--- src/hdl/nibble_bus_frame_receiver_top_assert.svh ---
// Assertion macros for the nibble bus frame receiver.
// No dependencies; included by the modules that check their own logic.
`ifndef NIBBLE_BUS_FRAME_RECEIVER_TOP_ASSERT_SVH
`define NIBBLE_BUS_FRAME_RECEIVER_TOP_ASSERT_SVH

`ifndef SYNTH
`define NBFR_ASSERT_NOW(label, clk, rst_n, ante, cons) \
    label: assert property (@(posedge clk) disable iff (!rst_n) (ante) |-> (cons)) \
        else $error("nbfr assertion failed");
`define NBFR_ASSERT_NEXT(label, clk, rst_n, ante, cons) \
    label: assert property (@(posedge clk) disable iff (!rst_n) (ante) |=> (cons)) \
        else $error("nbfr assertion failed");
`else
`define NBFR_ASSERT_NOW(label, clk, rst_n, ante, cons)
`define NBFR_ASSERT_NEXT(label, clk, rst_n, ante, cons)
`endif

`endif

--- src/hdl/nbfr_pkg.sv ---
// Shared types, codes and functions of the nibble bus frame receiver.
// No dependencies.
package nbfr_pkg;

    localparam int FRAME_LIMIT_DEF = 1024;
    localparam int QUEUE_DEPTH_DEF = 4;

    localparam logic [3:0]  EOT_NIBBLE       = 4'hF;
    localparam int          MIN_FRAME_BYTES  = 4;
    localparam logic [15:0] CRC_POLY         = 16'hA001;

    localparam logic [15:0] GLITCH_RST  = 16'd500;
    localparam logic [15:0] EOT_RST     = 16'd2500;
    localparam logic [10:0] MAXFRAME_RST = 11'd1024;
    localparam logic [2:0]  OWN_PIN_RST = 3'd4;

    typedef enum logic [1:0] {
        FUNC_START   = 2'd0,
        FUNC_EDGE    = 2'd1,
        FUNC_TIMEOUT = 2'd2
    } t_func;

    typedef enum logic [1:0] {
        CFG_GLITCH   = 2'd0,
        CFG_EOT      = 2'd1,
        CFG_MAXFRAME = 2'd2,
        CFG_OWN_PIN  = 2'd3
    } t_cfg_index;

    typedef enum logic [2:0] {
        ST_OK       = 3'd0,
        ST_BAD_EOT  = 3'd1,
        ST_OVERFLOW = 3'd2,
        ST_SHORT    = 3'd3,
        ST_LEN      = 3'd4,
        ST_CRC      = 3'd5,
        ST_TIMEOUT  = 3'd6
    } t_status;

    typedef enum logic [1:0] {
        CMD_START   = 2'd0,
        CMD_DATA    = 2'd1,
        CMD_EOT     = 2'd2,
        CMD_TIMEOUT = 2'd3
    } t_cmd_kind;

    typedef enum logic {
        KIND_BYTE   = 1'b0,
        KIND_STATUS = 1'b1
    } t_out_kind;

    typedef struct packed {
        t_cmd_kind  kind;
        logic [3:0] nibble;
    } t_cmd;

    localparam int CMD_W = $bits(t_cmd);

    function automatic logic [15:0] crc_arc_byte(input logic [15:0] crc_in,
                                                 input logic [7:0]  data);
        logic [15:0] crc;
        crc = crc_in ^ {8'd0, data};
        for (int k = 0; k < 8; k++) begin
            if (crc[0]) begin
                crc = (crc >> 1) ^ CRC_POLY;
            end else begin
                crc = crc >> 1;
            end
        end
        return crc;
    endfunction

endpackage

--- src/hdl/nbfr_front.sv ---
// Input side: configuration registers, event decode and glitch filtering.
// Depends on nbfr_pkg.
module nbfr_front
    import nbfr_pkg::*;
(
    input  logic        i_clk,
    input  logic        i_rst_n,
    input  logic        i_cfg_valid,
    output logic        o_cfg_ready,
    input  t_cfg_index  i_cfg_index,
    input  logic [15:0] i_cfg_data,
    input  logic        i_s_axis_tvalid,
    output logic        o_s_axis_tready,
    input  logic [23:0] i_s_axis_tdata,  // edge_interval, nibble, requester_pin
    input  logic [1:0]  i_s_axis_tuser,  // func
    input  logic        i_q_full,
    output logic        o_q_push,
    output t_cmd        o_q_cmd,
    output logic [10:0] o_max_frame_bytes
);

    logic [15:0] r_glitch_min;
    logic [15:0] r_eot_min;
    logic [10:0] r_max_frame;
    logic [2:0]  r_own_pin;

    logic [15:0] interval;
    logic [3:0]  nibble;
    logic [1:0]  req_pin;
    logic        keep;
    logic        accept;

    assign interval = i_s_axis_tdata[15:0];
    assign nibble   = i_s_axis_tdata[19:16];
    assign req_pin  = i_s_axis_tdata[21:20];

    assign o_cfg_ready       = 1'b1;
    assign o_s_axis_tready   = !i_q_full;
    assign accept            = i_s_axis_tvalid && !i_q_full;
    assign o_max_frame_bytes = r_max_frame;

    always_comb begin
        keep           = 1'b0;
        o_q_cmd.kind   = CMD_DATA;
        o_q_cmd.nibble = nibble;
        case (i_s_axis_tuser)
            FUNC_START: begin
                o_q_cmd.kind = CMD_START;
                keep = r_own_pin[2] || (req_pin != r_own_pin[1:0]);
            end
            FUNC_EDGE: begin
                keep = (interval >= r_glitch_min);
                o_q_cmd.kind = (interval > r_eot_min) ? CMD_EOT : CMD_DATA;
            end
            FUNC_TIMEOUT: begin
                o_q_cmd.kind = CMD_TIMEOUT;
                keep = 1'b1;
            end
            default: begin
                keep = 1'b0;
            end
        endcase
    end

    assign o_q_push = accept && keep;

    always_ff @(posedge i_clk) begin
        if (!i_rst_n) begin
            r_glitch_min <= GLITCH_RST;
            r_eot_min    <= EOT_RST;
            r_max_frame  <= MAXFRAME_RST;
            r_own_pin    <= OWN_PIN_RST;
        end else if (i_cfg_valid) begin
            case (i_cfg_index)
                CFG_GLITCH:   r_glitch_min <= i_cfg_data;
                CFG_EOT:      r_eot_min    <= i_cfg_data;
                CFG_MAXFRAME: r_max_frame  <= i_cfg_data[10:0];
                CFG_OWN_PIN:  r_own_pin    <= i_cfg_data[2:0];
                default: begin
                end
            endcase
        end
    end

endmodule

--- src/hdl/nbfr_fifo.sv ---
// Short command queue between decode and frame processing.
// Depends on nbfr_pkg and the assertion macro header.
`include "nibble_bus_frame_receiver_top_assert.svh"
module nbfr_fifo
    import nbfr_pkg::*;
#(
    parameter int DEPTH = QUEUE_DEPTH_DEF,
    parameter int WIDTH = CMD_W
)(
    input  logic             i_clk,
    input  logic             i_rst_n,
    input  logic             i_push,
    input  logic [WIDTH-1:0] i_data,
    output logic             o_full,
    input  logic             i_pop,
    output logic             o_valid,
    output logic [WIDTH-1:0] o_data
);

    localparam int AW = (DEPTH > 1) ? $clog2(DEPTH) : 1;
    localparam int CW = $clog2(DEPTH + 1);

    logic [WIDTH-1:0] r_mem [DEPTH];
    logic [AW-1:0]    r_wr_ptr;
    logic [AW-1:0]    r_rd_ptr;
    logic [CW-1:0]    r_count;
    logic [AW-1:0]    n_wr_ptr;
    logic [AW-1:0]    n_rd_ptr;
    logic             do_pop;

    assign o_full  = (r_count == CW'(DEPTH));
    assign o_valid = (r_count != '0);
    assign o_data  = r_mem[r_rd_ptr];
    assign do_pop  = i_pop && o_valid;

    assign n_wr_ptr = (r_wr_ptr == AW'(DEPTH - 1)) ? '0 : r_wr_ptr + 1'b1;
    assign n_rd_ptr = (r_rd_ptr == AW'(DEPTH - 1)) ? '0 : r_rd_ptr + 1'b1;

    always_ff @(posedge i_clk) begin
        if (!i_rst_n) begin
            r_wr_ptr <= '0;
            r_rd_ptr <= '0;
            r_count  <= '0;
        end else begin
            if (i_push) begin
                r_wr_ptr <= n_wr_ptr;
            end
            if (do_pop) begin
                r_rd_ptr <= n_rd_ptr;
            end
            if (i_push && !do_pop) begin
                r_count <= r_count + 1'b1;
            end else if (!i_push && do_pop) begin
                r_count <= r_count - 1'b1;
            end
        end
    end

    always_ff @(posedge i_clk) begin
        if (i_push) begin
            r_mem[r_wr_ptr] <= i_data;
        end
    end

    `NBFR_ASSERT_NOW(a_no_push_full, i_clk, i_rst_n, o_full, !i_push)
    `NBFR_ASSERT_NOW(a_count_bound, i_clk, i_rst_n, 1'b1, r_count <= CW'(DEPTH))

endmodule

--- src/hdl/nbfr_back.sv ---
// Frame processing: byte assembly, header and CRC checks, output register.
// Depends on nbfr_pkg and the assertion macro header.
`include "nibble_bus_frame_receiver_top_assert.svh"
module nbfr_back
    import nbfr_pkg::*;
#(
    parameter int FRAME_LIMIT = FRAME_LIMIT_DEF
)(
    input  logic        i_clk,
    input  logic        i_rst_n,
    input  logic        i_q_valid,
    input  t_cmd        i_q_cmd,
    output logic        o_q_pop,
    input  logic [10:0] i_max_frame_bytes,
    output logic        o_m_axis_tvalid,
    input  logic        i_m_axis_tready,
    output logic [23:0] o_m_axis_tdata,  // data_byte, byte_index, status
    output logic        o_m_axis_tuser   // out_kind
);

    localparam int BW = $clog2(FRAME_LIMIT + 1);

    logic          r_receiving;
    logic          r_low_next;
    logic [BW-1:0] r_byte_count;
    logic [7:0]    r_partial;
    logic [15:0]   r_header_len;
    logic [7:0]    r_delay0;
    logic [7:0]    r_delay1;
    logic [15:0]   r_crc;

    logic          r_out_valid;
    t_out_kind     r_out_kind;
    logic [7:0]    r_out_data;
    logic [9:0]    r_out_index;
    t_status       r_out_status;

    logic          take;
    logic [16:0]   limit;
    logic          at_limit;
    logic [7:0]    new_byte;
    logic [16:0]   idx_minus4;
    t_status       end_status;

    assign o_q_pop = i_q_valid && (!r_out_valid || i_m_axis_tready);
    assign take    = o_q_pop;

    assign limit = (17'(i_max_frame_bytes) > 17'(FRAME_LIMIT)) ?
                   17'(FRAME_LIMIT) : 17'(i_max_frame_bytes);
    assign at_limit   = (17'(r_byte_count) >= limit);
    assign new_byte   = r_partial | {4'd0, i_q_cmd.nibble};
    assign idx_minus4 = 17'(r_byte_count) - 17'(MIN_FRAME_BYTES);

    always_comb begin
        if (i_q_cmd.nibble != EOT_NIBBLE) begin
            end_status = ST_BAD_EOT;
        end else if (17'(r_byte_count) < 17'(MIN_FRAME_BYTES)) begin
            end_status = ST_SHORT;
        end else if (r_header_len != 16'(r_byte_count)) begin
            end_status = ST_LEN;
        end else if ({r_delay1, r_delay0} != r_crc) begin
            end_status = ST_CRC;
        end else begin
            end_status = ST_OK;
        end
    end

    always_ff @(posedge i_clk) begin
        if (!i_rst_n) begin
            r_receiving  <= 1'b0;
            r_low_next   <= 1'b0;
            r_byte_count <= '0;
            r_partial    <= '0;
            r_header_len <= '0;
            r_delay0     <= '0;
            r_delay1     <= '0;
            r_crc        <= '0;
            r_out_valid  <= 1'b0;
        end else begin
            if (r_out_valid && i_m_axis_tready) begin
                r_out_valid <= 1'b0;
            end
            if (take) begin
                r_out_kind   <= KIND_STATUS;
                r_out_data   <= '0;
                r_out_index  <= '0;
                r_out_status <= ST_OK;
                case (i_q_cmd.kind)
                    CMD_START: begin
                        if (!r_receiving) begin
                            r_receiving  <= 1'b1;
                            r_low_next   <= 1'b0;
                            r_byte_count <= '0;
                            r_partial    <= '0;
                            r_header_len <= '0;
                            r_delay0     <= '0;
                            r_delay1     <= '0;
                            r_crc        <= '0;
                        end
                    end
                    CMD_TIMEOUT: begin
                        if (r_receiving) begin
                            r_receiving  <= 1'b0;
                            r_out_valid  <= 1'b1;
                            r_out_status <= ST_TIMEOUT;
                        end
                    end
                    CMD_EOT: begin
                        if (r_receiving) begin
                            r_receiving  <= 1'b0;
                            r_out_valid  <= 1'b1;
                            r_out_status <= end_status;
                        end
                    end
                    CMD_DATA: begin
                        if (r_receiving) begin
                            if (at_limit) begin
                                r_receiving  <= 1'b0;
                                r_out_valid  <= 1'b1;
                                r_out_status <= ST_OVERFLOW;
                            end else if (!r_low_next) begin
                                r_partial  <= {i_q_cmd.nibble, 4'd0};
                                r_low_next <= 1'b1;
                            end else begin
                                r_partial    <= new_byte;
                                r_low_next   <= 1'b0;
                                r_byte_count <= r_byte_count + 1'b1;
                                if (r_byte_count == '0) begin
                                    r_header_len[7:0] <= new_byte;
                                end else if (r_byte_count == BW'(1)) begin
                                    r_header_len[15:8] <= new_byte;
                                end else begin
                                    if (17'(r_byte_count) >= 17'(MIN_FRAME_BYTES)) begin
                                        r_out_valid <= 1'b1;
                                        r_out_kind  <= KIND_BYTE;
                                        r_out_data  <= r_delay0;
                                        r_out_index <= idx_minus4[9:0];
                                        r_crc       <= crc_arc_byte(r_crc, r_delay0);
                                    end
                                    r_delay0 <= r_delay1;
                                    r_delay1 <= new_byte;
                                end
                            end
                        end
                    end
                    default: begin
                    end
                endcase
            end
        end
    end

    assign o_m_axis_tvalid = r_out_valid;
    assign o_m_axis_tuser  = r_out_kind;
    assign o_m_axis_tdata  = {3'd0, r_out_status, r_out_index, r_out_data};

    `NBFR_ASSERT_NOW(a_status_fields, i_clk, i_rst_n,
        r_out_valid && (r_out_kind == KIND_STATUS),
        (r_out_data == '0) && (r_out_index == '0))
    `NBFR_ASSERT_NEXT(a_byte_after_header, i_clk, i_rst_n,
        take && r_receiving && r_low_next && !at_limit && (i_q_cmd.kind == CMD_DATA)
            && (17'(r_byte_count) >= 17'(MIN_FRAME_BYTES)),
        r_out_valid && (r_out_kind == KIND_BYTE) && (r_out_status == ST_OK))

endmodule

--- src/hdl/nibble_bus_frame_receiver_top.sv ---
// Nibble bus frame receiver. Takes one input event per clock cycle while the
// queue is not full and gives at most one result per event. A decode stage
// filters glitch edges and own-pin bus requests and writes commands into a
// four-entry queue; the frame stage takes one command per cycle whenever its
// output register is empty or being read, so a result passes the queue and
// the output register; the sustained rate is one event per cycle while the
// output side keeps up. Configuration writes must be made while idle.
// Depends on nbfr_pkg, nbfr_front, nbfr_fifo and nbfr_back.
module nibble_bus_frame_receiver_top
    import nbfr_pkg::*;
#(
    parameter int FRAME_LIMIT = FRAME_LIMIT_DEF,
    parameter int QUEUE_DEPTH = QUEUE_DEPTH_DEF
)(
    input  logic        i_clk,
    input  logic        i_rst_n,
    input  logic        i_cfg_valid,
    output logic        o_cfg_ready,
    input  logic [1:0]  i_cfg_index,
    input  logic [15:0] i_cfg_data,
    input  logic        i_s_axis_tvalid,
    output logic        o_s_axis_tready,
    input  logic [23:0] i_s_axis_tdata,  // edge_interval, nibble, requester_pin
    input  logic [1:0]  i_s_axis_tuser,  // func
    output logic        o_m_axis_tvalid,
    input  logic        i_m_axis_tready,
    output logic [23:0] o_m_axis_tdata,  // data_byte, byte_index, status
    output logic        o_m_axis_tuser   // out_kind
);

    logic        q_full;
    logic        q_push;
    t_cmd        q_in;
    logic        q_pop;
    logic        q_valid;
    t_cmd        q_out;
    logic [10:0] max_frame_bytes;

    nbfr_front u_front (
        .i_clk             (i_clk),
        .i_rst_n           (i_rst_n),
        .i_cfg_valid       (i_cfg_valid),
        .o_cfg_ready       (o_cfg_ready),
        .i_cfg_index       (t_cfg_index'(i_cfg_index)),
        .i_cfg_data        (i_cfg_data),
        .i_s_axis_tvalid   (i_s_axis_tvalid),
        .o_s_axis_tready   (o_s_axis_tready),
        .i_s_axis_tdata    (i_s_axis_tdata),
        .i_s_axis_tuser    (i_s_axis_tuser),
        .i_q_full          (q_full),
        .o_q_push          (q_push),
        .o_q_cmd           (q_in),
        .o_max_frame_bytes (max_frame_bytes)
    );

    nbfr_fifo #(
        .DEPTH (QUEUE_DEPTH),
        .WIDTH (CMD_W)
    ) u_fifo (
        .i_clk   (i_clk),
        .i_rst_n (i_rst_n),
        .i_push  (q_push),
        .i_data  (q_in),
        .o_full  (q_full),
        .i_pop   (q_pop),
        .o_valid (q_valid),
        .o_data  (q_out)
    );

    nbfr_back #(
        .FRAME_LIMIT (FRAME_LIMIT)
    ) u_back (
        .i_clk             (i_clk),
        .i_rst_n           (i_rst_n),
        .i_q_valid         (q_valid),
        .i_q_cmd           (q_out),
        .o_q_pop           (q_pop),
        .i_max_frame_bytes (max_frame_bytes),
        .o_m_axis_tvalid   (o_m_axis_tvalid),
        .i_m_axis_tready   (i_m_axis_tready),
        .o_m_axis_tdata    (o_m_axis_tdata),
        .o_m_axis_tuser    (o_m_axis_tuser)
    );

endmodule
--- config.mk ---
export PLATFORM = sky130hd
export DESIGN_NAME = nibble_bus_frame_receiver_top
export DESIGN_NICKNAME = d
export VERILOG_FILES = /design/src/hdl/nbfr_pkg.sv /design/src/hdl/nbfr_front.sv /design/src/hdl/nbfr_fifo.sv /design/src/hdl/nbfr_back.sv /design/src/hdl/nibble_bus_frame_receiver_top.sv
export VERILOG_INCLUDE_DIRS = /design/src /design/src/hdl
export SDC_FILE = /design/constraint.sdc
export NUM_CORES = 1
export LEC_CHECK = 0
export ABC_AREA = 1
export BUFFER_PORTS_ARGS = -buffer_cell sky130_fd_sc_hd__buf_4
export CORE_ASPECT_RATIO = 1.4
export CORE_UTILIZATION = 65
export DETAILED_ROUTE_END_ITERATION = 8
export PLACE_DENSITY = 0.86
export SYNTH_ARGS = -nofsm -noshare
export SYNTH_HDL_FRONTEND = slang
export SYNTH_SLANG_ARGS = --single-unit
--- constraint.sdc ---
create_clock -name i_clk -period 4.64 [get_ports i_clk]
set_clock_uncertainty 0.2 [all_clocks]
set_input_delay 0.696 -clock i_clk [delete_from_list [all_inputs] [get_ports i_clk]]
set_output_delay 0.696 -clock i_clk [all_outputs]
set_load 0.1 [all_outputs]
==> results.md <==
- Outcome: finished clean
- Cts repair resizes: 0
- CP dominant cell by count: nand2_1
- Number of antenna-violating nets in the routed design: 0
- CP Class: flop to flop
- Total grt overflow: 0
- Setup TNS: 0 ns
- PwrDens: 523 nW/um^2
- Hold crit path type: flop to flop
- Vias in the first global route: 7517
- Register area share after synthesis: 0.438
- I/O pins: a little under 80
- Final period utilization: 0.778
- GR Util met3: 0.0604
- Critical Path RT: 4.79 ns
- Yosys warns: 0
- Total Wirelength: just over 20000 um
- Max IR drop VDD: 0.380 mV
- Max Cap Violations: 0
- DR WL/cell: 14.8 um
- Clk slew on worst S/H paths: 0.06 ns
- Post-Syn Instances: 1132
- Number of antenna violations at the first check in global routing: 0
- RR Endpoint: u_back.r_delay1[1]$_SDFFE_PN0P_
- Slew margin rel.: 0.444
- Row count: 50
- CP max FO: 20
- Post-CTS setup buffers: 0
- Commonest non-fill, non-tap cell in the layout: nand2_1
- Drc violations: 0
- CTS Buffer Depth: 2
- Hold Path Sink: u_back.r_partial[3]$_SDFFE_PN0P_
- Largest net degree at the start of global routing: 77
- Number of vias per cell: ~5.6
- Iter 0 DRT Violations: 374
- Post-Syn Area: 8860 sq um
- #FFs+latches synth: 171
- Hold depth: 2
- Final hold vios: 0
- Crit path largest cell delay: 0.56 ns
- Die width: 101 um
- Worst setup EP type: flop
- Slew @ Worst Pin: 0.830 ns
- RSZ-0062 raised after global routing: no
- H-tree depth: 4
- Static leakage: 4.31 nW
- Layout fillers: a little under 1000
- Global Route Usage Sum: 0.303
- Most frequent cells in the layout: nand2_1 (235), nor2_1 (132), dfxtp_1 (125), inv_1 (120), a21oi_1 (108)
- Dpl hpwl: 14400 um
- First-pass GRT wire length: 33300 um
- Slowest CP cell: nand3_1
- Slew Limit Fails: 0
- Sink Count: 171
- Share of layout cells above drive strength 1: 0.111
- Setup WS pre-CTS: 0.973 ns
- Setup violations, final: 0
- Worst hold slack: 0.252 ns
- Synth unique cells: 48
- CTS Buf Count: 17
- Final worst slack: 1.03 ns
- Fmax: 277 MHz
- Core Footprint: 13300 sq um
- Met2 Use GR: 0.539
- DIE AREA: 14100 sq um
- Minimum clock period: approximately 3.6 ns
- CTS tree: done
- # diodes: 0
- CTS root buf: clkbuf_16
- Die Y: 140 um
- Via Count: 7765
- RR Startpoint: u_front.o_max_frame_bytes[4]$_SDFFE_PN0P_
- Initial Utilization: 0.665
- CP cell instances: nor2_1 > and3_1 > a21oi_1 > clkinv_1 > nand2_1 > ha_1 > nand2_1 > inv_1 > nand2_1 > nand2_1 > nand2_1 > nand4_1 > nand2_4 > nand3_1 > inv_2 > nand2_1 > a21oi_1
- RD Place Congestion: 0.876
- GR peak layer: met2
- IO buf count: 70
- DRT Pass-1 Iters: 5
- Clk Latency, worst-skew pair: 0.43 ns
- Final net count: 1296
- Hold Crit Start: u_back.r_partial[3]$_SDFFE_PN0P_
- Worst EP arrival: 3.76 ns
- Reg2Reg Depth: 17
- Met1 GRT Util: 0.316
- Post-CTS Hold Fix Bufs: 0
- R2R Setup Slk: 1.03 ns
- CP Launch Type: flop
- Mapped Avg Cell Area: 7.82 sq um
- Area grow syn2layout: 13.1%
==> synth_stat cells, drive strengths merged <==
master / number / area [sq um]
a211oi: 5 / 37.5
a21o: 2 / 15.0
a21oi: 109 / 549
a31oi: 1 / 6.26
and2: 1 / 6.26
and3: 2 / 12.5
buf: 19 / 131
clkbuf: 20 / 75.1
clkinv: 2 / 7.51
conb: 2 / 7.51
dfxtp: 125 / 2500
edfxtp: 46 / 1380
fa: 1 / 20.0
ha: 60 / 751
inv: 129 / 484
nand2: 242 / 945
nand3: 64 / 335
nand3b: 1 / 7.51
nand4: 13 / 87.6
nor2: 138 / 563
nor3: 10 / 50.1
nor3b: 3 / 27.5
nor4: 7 / 43.8
o2111ai: 2 / 17.5
o211ai: 15 / 113
o21a: 1 / 7.51
o21ai: 76 / 380
o22ai: 5 / 31.3
o41ai: 1 / 8.76
or2: 3 / 18.8
or3: 1 / 6.26
xnor2: 10 / 87.6
xor2: 16 / 140
==> metrics by stage <==
stage               instances  utilization  cell area [sq um]  power (W)
detailed placement       1349        0.708               9430    0.00379
global route             1381        0.752              10000    0.00552
floorplan                1134            -               8860    0.00339
CTS                      1381        0.752              10000    0.00522
global placement         1349        0.708               9430    0.00374
finish                   1381        0.752              10000    0.00524
==> worst max-delay path by stage <==
| stage | slack, ns | start | endpoint |
|---|---|---|---|
| after floorplan | 1.50 | i_s_axis_tdata[15] | u_fifo.r_count[2]$_SDFFE_PN0P_ |
| after global placement | 1.11 | i_s_axis_tdata[15] | u_fifo.r_count[2]$_SDFFE_PN0P_ |
| after detailed placement | 0.97 | i_s_axis_tdata[15] | u_fifo.r_count[2]$_SDFFE_PN0P_ |
| after CTS | 1.07 | u_front.o_max_frame_bytes[3]$_SDFFE_PN0P_ | u_back.r_delay1[1]$_SDFFE_PN0P_ |
| after global routing | 0.64 | u_front.o_max_frame_bytes[3]$_SDFFE_PN0P_ | u_back.r_delay1[1]$_SDFFE_PN0P_ |
| final | 1.03 | u_front.o_max_frame_bytes[4]$_SDFFE_PN0P_ | u_back.r_delay1[1]$_SDFFE_PN0P_ |
==> final cells by class <==
type / count / area [sq um] / area share
timing repair buffer: 72 / 541 / 0.0539
clock inverter: 9 / 111 / 0.0111
tap: 182 / 228 / 0.0227
inverter: 131 / 492 / 0.0491
clock buffer: 23 / 479 / 0.0478
multi-input combinational: 793 / 4290 / 0.428
sequential: 171 / 3880 / 0.388
==> worst max-delay path: cells and delay by family (launching register included) <==
family | cells | cell delay [ns]
adder cells (fa/ha/maj) | 1 | 0.26
AO/OA/AOI/OAI | 2 | 0.36
AND/OR/NAND/NOR | 11 | 1.79
buffers and inverters | 3 | 0.56
flip-flops | 1 | 0.36
==> per-layer routing <==
layer	vias up	wire length, um
met1	3548	7610
met2	301	10400
met4	0	1130
li1	3836	-
met5	-	0
met3	80	1230
==> power breakdown <==
group          switching (W)  internal (W)  total, W
clock               0.000583      0.000839   0.00142
sequential          0.000123       0.00173   0.00186
combinational        0.00146      0.000501   0.00196
==> registers in the layout, indices dropped and copies added (netlist names), 8 cells and up, named ones only <==
name and cells:
u_fifo.r_mem 24, u_back.r_crc 16, u_back.r_header_len 16, u_front.r_eot_min 16, u_front.r_glitch_min 16, u_back.r_byte_count 11
u_front.o_max_frame_bytes 11, u_back.r_out_index 10, u_back.r_delay0 8, u_back.r_delay1 8, u_back.r_out_data 8, u_back.r_partial 8
==> cells by family after synthesis <==
group | Yosys count | share of synthesized area
AO/OA/AOI/OAI | 217 | 0.132
AND/OR/NAND/NOR | 485 | 0.237
XOR/XNOR | 26 | 0.0257
flip-flops | 171 | 0.438
adder cells (fa/ha/maj) | 61 | 0.0870
other | 2 | 0.000848
buffers and inverters | 170 | 0.0788
Power figures use the tool's default switching activity.
